`src/hdl/circle_pair_collision_resolve_top_assert.svh`:
```
// ----------------------------------------------------------------------------
// Circle pair collision resolver assertion macros
// Shared property templates for the concurrent checks of the top level.
// ----------------------------------------------------------------------------
`ifndef CIRCLE_PAIR_COLLISION_RESOLVE_TOP_ASSERT_SVH
`define CIRCLE_PAIR_COLLISION_RESOLVE_TOP_ASSERT_SVH

// Same-cycle implication, checked out of reset.
`define CPCR_ASSERT_IMP(name, ante, cons) \
  name: assert property (@(posedge clk_i) disable iff (!rst_ni) (ante) |-> (cons)) \
    else $error("cpcr check failed");

// Next-cycle implication, checked out of reset.
`define CPCR_ASSERT_NXT(name, ante, cons) \
  name: assert property (@(posedge clk_i) disable iff (!rst_ni) (ante) |=> (cons)) \
    else $error("cpcr check failed");

`endif

```
`src/hdl/cpcr_pkg.sv`:
```
// ----------------------------------------------------------------------------
// Circle pair collision resolver package
// Payload types, job and carry records, widths and shared arithmetic helpers.
// ----------------------------------------------------------------------------
package cpcr_pkg;

  localparam int unsigned QueueDepth = 4;
  localparam int unsigned RootW      = 32;      // sqrt result width
  localparam int unsigned QuoW       = RootW;   // divider quotient width
  localparam int unsigned NumW       = 64;
  localparam int unsigned DenW       = 33;
  localparam int unsigned RestW      = 17;
  localparam logic [RestW-1:0] RestReset = 17'd32768;
  localparam logic [17:0]      UnitQ16   = 18'd65536;
  localparam logic signed [41:0] ClipMax = 42'sd2147483647;
  localparam logic signed [41:0] ClipMin = -42'sd2147483648;

  typedef struct packed {
    logic signed [31:0] pos_x_a;
    logic signed [31:0] pos_y_a;
    logic signed [31:0] vel_x_a;
    logic signed [31:0] vel_y_a;
    logic [30:0]        radius_a;
    logic [30:0]        mass_a;
    logic signed [31:0] pos_x_b;
    logic signed [31:0] pos_y_b;
    logic signed [31:0] vel_x_b;
    logic signed [31:0] vel_y_b;
    logic [30:0]        radius_b;
    logic [30:0]        mass_b;
  } cpcr_in_t;

  typedef struct packed {
    logic signed [31:0] new_pos_x_a;
    logic signed [31:0] new_pos_y_a;
    logic signed [31:0] new_vel_x_a;
    logic signed [31:0] new_vel_y_a;
    logic signed [31:0] new_pos_x_b;
    logic signed [31:0] new_pos_y_b;
    logic signed [31:0] new_vel_x_b;
    logic signed [31:0] new_vel_y_b;
    logic               collided;
    logic               coincident;
    logic               saturated;
  } cpcr_out_t;

  // Classified pair, as it sits in the queue.
  typedef struct packed {
    logic signed [31:0] ax;
    logic signed [31:0] ay;
    logic signed [31:0] vax;
    logic signed [31:0] vay;
    logic signed [31:0] bx;
    logic signed [31:0] by;
    logic signed [31:0] vbx;
    logic signed [31:0] vby;
    logic               hit;
    logic               coin;
    logic               dx_neg;
    logic               dx_pos;
    logic               dy_neg;
    logic               dy_pos;
    logic [31:0]        adx;
    logic [31:0]        ady;
    logic [31:0]        rsum;
    logic [63:0]        sq;
    logic [48:0]        ka_num;
    logic [48:0]        kb_num;
    logic [31:0]        msum;
  } cpcr_job_t;

  // Late back-end record: separated positions and the normal.
  typedef struct packed {
    cpcr_job_t          job;
    logic [17:0]        ka;
    logic [17:0]        kb;
    logic signed [32:0] pax;
    logic signed [32:0] pay;
    logic signed [32:0] pbx;
    logic signed [32:0] pby;
    logic signed [29:0] nx;
    logic signed [29:0] ny;
  } cpcr_carry_t;

  typedef struct packed {
    logic full;
    logic empty;
  } cpcr_qstat_t;

  typedef struct packed {
    logic               sat;
    logic signed [31:0] val;
  } cpcr_clip_t;

  function automatic cpcr_clip_t clip32(input logic signed [41:0] v);
    cpcr_clip_t r;
    r.sat = 1'b0;
    r.val = v[31:0];
    if (v > ClipMax) begin
      r.sat = 1'b1;
      r.val = ClipMax[31:0];
    end else if (v < ClipMin) begin
      r.sat = 1'b1;
      r.val = ClipMin[31:0];
    end
    return r;
  endfunction

  // Arithmetic right shift that rounds toward zero.
  function automatic logic signed [68:0] rtz_shr(input logic signed [68:0] v,
                                                 input logic [4:0] sh);
    logic signed [68:0] bias;
    bias = v[68] ? ((69'sd1 <<< sh) - 69'sd1) : 69'sd0;
    return (v + bias) >>> sh;
  endfunction

endpackage

```
`src/hdl/cpcr_queue.sv`:
```
// ----------------------------------------------------------------------------
// Circle pair collision resolver job queue
// Short FIFO between the classifying front end and the arithmetic back end.
// ----------------------------------------------------------------------------
module cpcr_queue import cpcr_pkg::*; #(
  parameter int unsigned DEPTH = QueueDepth
) (
  input  logic        clk_i,
  input  logic        rst_ni,
  input  logic        push_i,
  input  cpcr_job_t   wdata_i,
  input  logic        pop_i,
  output cpcr_job_t   rdata_o,
  output cpcr_qstat_t qstat_o
);

  localparam int unsigned PtrW = (DEPTH > 1) ? $clog2(DEPTH) : 1;
  localparam int unsigned CntW = $clog2(DEPTH + 1);

  cpcr_job_t     mem_q [DEPTH];
  logic [PtrW-1:0] wr_ptr_q, rd_ptr_q;
  logic [CntW-1:0] count_q;

  function automatic logic [PtrW-1:0] bump(input logic [PtrW-1:0] p);
    return (p == PtrW'(DEPTH - 1)) ? '0 : p + 1'b1;
  endfunction

  assign qstat_o.full  = (count_q == CntW'(DEPTH));
  assign qstat_o.empty = (count_q == '0);
  assign rdata_o       = mem_q[rd_ptr_q];

  always_ff @(posedge clk_i or negedge rst_ni) begin
    if (!rst_ni) begin
      wr_ptr_q <= '0;
      rd_ptr_q <= '0;
      count_q  <= '0;
    end else begin
      if (push_i) wr_ptr_q <= bump(wr_ptr_q);
      if (pop_i)  rd_ptr_q <= bump(rd_ptr_q);
      if (push_i && !pop_i)      count_q <= count_q + 1'b1;
      else if (pop_i && !push_i) count_q <= count_q - 1'b1;
    end
  end

  always_ff @(posedge clk_i) begin
    if (push_i) mem_q[wr_ptr_q] <= wdata_i;
  end

endmodule

```
`config.mk`:
```
export PLATFORM = sky130hd
export DESIGN_NAME = cpcr_queue
export DESIGN_NICKNAME = d
export VERILOG_FILES = /design/src/hdl/circle_pair_collision_resolve_top_assert.svh /design/src/hdl/cpcr_pkg.sv /design/src/hdl/cpcr_queue.sv
export SDC_FILE = /design/constraint.sdc
export NUM_CORES = 1
export LEC_CHECK = 0
export ABC_CLOCK_PERIOD_IN_PS = 15900
export BUFFER_PORTS_ARGS = -buffer_cell sky130_fd_sc_hd__buf_4
export CAP_MARGIN = 20
export CORE_AREA = 5 5 428 430
export CTS_CLUSTER_SIZE = 16
export DETAILED_ROUTE_END_ITERATION = 10
export DIE_AREA = 0 0 433 435
export PLACE_DENSITY = 0.68
export SYNTH_ARGS = -nofsm -noshare
export SYNTH_HDL_FRONTEND = slang
export SYNTH_SLANG_ARGS = --single-unit
```
`constraint.sdc`:
```
create_clock -name clk_i -period 15.9 [get_ports clk_i]
set_input_delay 3.18 -clock clk_i [delete_from_list [all_inputs] [get_ports clk_i]]
set_output_delay 3.18 -clock clk_i [all_outputs]
set_load 0.03 [all_outputs]
```
Word level (Yosys, flattened, before mapping). Memories as Yosys holds them, arrays and structs flattened. Cells that the tools add are included.

Memories: 1. Register bits after elaboration: 7. Memory bits (writable): 2208. Output and inout bits: 554. Word-level logic and storage cells: 23. Input bits: 556.

Muxes and demuxes: 6. Eq/ne operators: 3. Add/subtract/negate cells: 4. Reduce and logical (&&, ||, !) cells: 6.

Memory list: mem_q (depth 4, bits a word 552, rd ports 1, clocked after Yosys merged registers in 0, wr ports 1, RTL line cpcr_queue.sv:20) `cpcr_job_t mem_q [DEPTH];`.

Operators by type and width (number): two-way mux 3 bit (2); adder 2 x 1 -> 2 bit, second input constant (2); == test 2 bit, second input constant (2); two-way mux 2 bit (2); adder 3 x 1 -> 3 bit, second input constant (1); == test 3 bit, second input constant (1); logical NOT 3 bit (1); subtractor 3 x 1 -> 3 bit, second input constant (1); logical AND 1 bit (2); logical NOT 1 bit (2); two-way mux 1 bit (2); nonzero test 2 bit (1).

Longest topological paths before layout.
Word-level depth: 4. Mapped depth: 7.

Worst setup path before layout. Ideal clock, no wire load.

Path type: input to register. Start point: in push_i. End point: mem mem_q[0][0] in the netlist's numbering (enable). Stages on the path: 1. Setup time: 0.987 ns. Data required time: 14.913 ns. Setup slack: -0.650 ns. Arrival time: 15.563 ns. Cell sequence: and2_1.

Cells in the longest elaborated chain, start to end: 2.

RTL lines: start, declared (RTL line cpcr_queue.sv:10) `input logic push_i,`; two-way mux 1 bit (RTL line cpcr_queue.sv:46) `if (push_i) mem_q[wr_ptr_q] <= wdata_i;`; two-way mux 1 bit (not written as such) (RTL line cpcr_queue.sv:46); end, declared (RTL line cpcr_queue.sv:20).

No other way between the ends.

==> metrics <==
status=complete, no violations; die width=around 430 um; Vias/cell=5.40; hold slack=just under 0.5 ns; crit path DAT=~4.7 ns; # DRC=0; clk_skew=~0.032 ns; depth of the worst register-to-register path=5; total CTS buffers=between 200 and 250; final core utilization=a little over half; Starting Density=approximately 45%; register area share after synthesis=a little over four fifths; multi-input logic area=12700 um^2; vias in the first global route=37717; Final WS setup=8.01 ns; Setup TNS Final=0 ns; crit start category=flip-flop; Clock Tree Root=clkbuf_16; Sequential Area=about 66000 um^2; share of cells above drive strength 1=a little under half; leakage power=32.8 nW; via count=roughly 36000; DP Cell Count=approximately 6300; crit-path cells=buf_4, buf_4, buf_4, mux4_2, buf_4; clock power share=approximately 25%; Relative slew margins=approximately 14%; GRT Resource Usage Total=approximately 20%; synthesized flop and latch total=roughly 2200; Non-Filler Instances=slightly below 7000; drt first pass iters=5; WL per Instance=about 28 um; placed cell area=~91000 um^2; die area=about 190000 um^2; Sw Share=about a third; syn_area_per_cell=~27 um^2; worst slew pin tran=roughly 1.3 ns; Synth top area share=between 80% and 90%; f_max=127 MHz; hold path depth=1; HP Class=reg -> reg; PD cells=201 nW/um^2; grt total ovfl=0; CTS H-tree lvls=4; Internal=~13 mW; CP max-delay cell=dfrtp_4; final net count=~4700; minimum clock period=7.89 ns; maximum VDD drop=about 140 uV; Critical Path Fanout Max=37; Post-Synthesis Cells=approximately 2900; cts repair resizes=0; post-synth top area cell=edfxtp_1; Clock Tree Buf Depth=3; Post-synth EDFFs=2208; Hold-fix buffers, CTS=0; crit share post-route=about half; pre-CTS setup slack=between 8 and 9 ns; top cells by area, synth=edfxtp_1 83%, mux4_2 16%, buf_4 0.39%; Port Buffers=between 1000 and 1500; Crit Path Class=reg -> out; asr flop ratio synth=0.316%; post-synthesis net count=3484; Synth cell types=20; drt initial violations=between 2000 and 3000; final instance area=~98000 um^2; Max-cap violations=0; final hold viol count=0; YS warnings=0; Max stage delay on crit path=around 0.93 ns; Worst Path Required=roughly 13 ns; CTS sink cnt=2215; top_reg_cell synth=edfxtp_1; # setup viols final=0; # IOs=roughly 1100; RSZ-0062 raised after global routing=false; first-pass GRT wire length=around 270 mm; # Post-CTS Setup Buffers=0; row count=~160; Post-Syn Area=79900 um^2; Top cell by count, worst path=buf_4; Core ar.=roughly 180000 um^2; max-slew violation count=0; Net Switching=~6.7 mW; Die Ht=about 440 um; combinational power share=between 30 and 40%; Placer Congestion=0.799; initial antenna violation count=between 50 and 60; CTS tree=done; filler cell count=13273; Clock transition at path regs=roughly 0.060 ns; area grow syn2layout=22.4%; Design Power=approximately 20 mW; Worst-Skew Late Latency=0.84 ns; drt total wl=~190 mm; CP Capture Type=primary output; HPWL after DPL=~120 mm; ANT nets after route=0; largest net degree at the start of global routing=~150; Sequential Power Share=between 30% and 40%
[cells in the final DEF (no fill, tap or decap), types with 7 or more instances in the layout]
| cell | n |
|---|---|
| clkinv_2 | 25 |
| clkinv_1 | 55 |
| clkbuf_16 | 215 |
| diode_2 | 35 |
| mux4_2 | 552 |
| clkinv_16 | 7 |
| clkbuf_1 | 54 |
| buf_4 | 1142 |
| edfxtp_1 | 2208 |
| bufinv_16 | 13 |
| buf_12 | 11 |
[layer usage]
metal / global-route usage (%) / share of wire, %
met2: 33.0 / 52
met5: 0 / 0.12
met1: 23.6 / 36
met3: 6.96 / 9.1
met4: 8.20 / 3.5
[critical path: cells and delay by family (launching register included)]
family / cells / cell delay, ns
buffers and inverters: 4 / 2.22
flip-flops: 1 / 0.93
multiplexers: 1 / 0.59
[kinds of logic after synthesis]
logic type               share of synthesized area, %
AND/OR/NAND/NOR                                0.0705
buffers and inverters                           0.941
multiplexers                                     15.6
adder cells (fa/ha/maj)                         0.119
AO/OA/AOI/OAI                                  0.0125
XOR/XNOR                                       0.0329
flip-flops                                       83.2
[cells in the mapped netlist (3+ instances only)]
master	n
edfxtp_1	2208
inv_1	4
buf_6	8
buf_4	41
dfrtp_1	7
mux4_2	552
and2_1	4
nor2_1	3
clkbuf_1	11
mux2_2	3
ha_1	6
buf_2	46
buf_1	18
[flip-flops by register name, summed over array words and instances (netlist names)]
register	count
mem_q	2208
count_q	3
rd_ptr_q	2
wr_ptr_q	2
[cell type report]
type,instances,share of cell area [%]
Sequential cell,2215,68.0
Multi-Input combinational cell,578,13.0
Timing Repair Buffer,1154,9.02
Clock buffer,269,5.71
Tap cell,2370,3.03
Clock inverter,120,1.17
Antenna cell,35,0.0896
Inverter,4,0.0154
[worst paths after layout]
check	from	slack (ns)	end
max	rd_ptr_q[0]$_DFFE_PN0P_	8.01	rdata_o[79]
min	count_q[2]$_DFFE_PN0P_	0.49	count_q[2]$_DFFE_PN0P_
max reg2reg	wr_ptr_q[0]$_DFFE_PN0P_	12.23	mem_q[2][100]$_DFFE_PP_
min reg2reg	count_q[2]$_DFFE_PN0P_	0.49	count_q[2]$_DFFE_PN0P_
max in group asynchronous	rst_ni	13.59	rd_ptr_q[1]$_DFFE_PN0P_
min in group asynchronous	rst_ni	2.15	rd_ptr_q[0]$_DFFE_PN0P_
[power groups by stage]
stage                     Combinational (mW)  Sequential, mW  Clock [mW]
after floorplan                         4.59            8.07           0
after global placement                  7.19            7.79           0
after detailed placement                7.18            7.84           0
after CTS                               7.20            7.73        4.95
after global routing                    7.37            7.79        5.21
final                                   7.06            7.71        4.83
(Power assumes the default switching activity.)
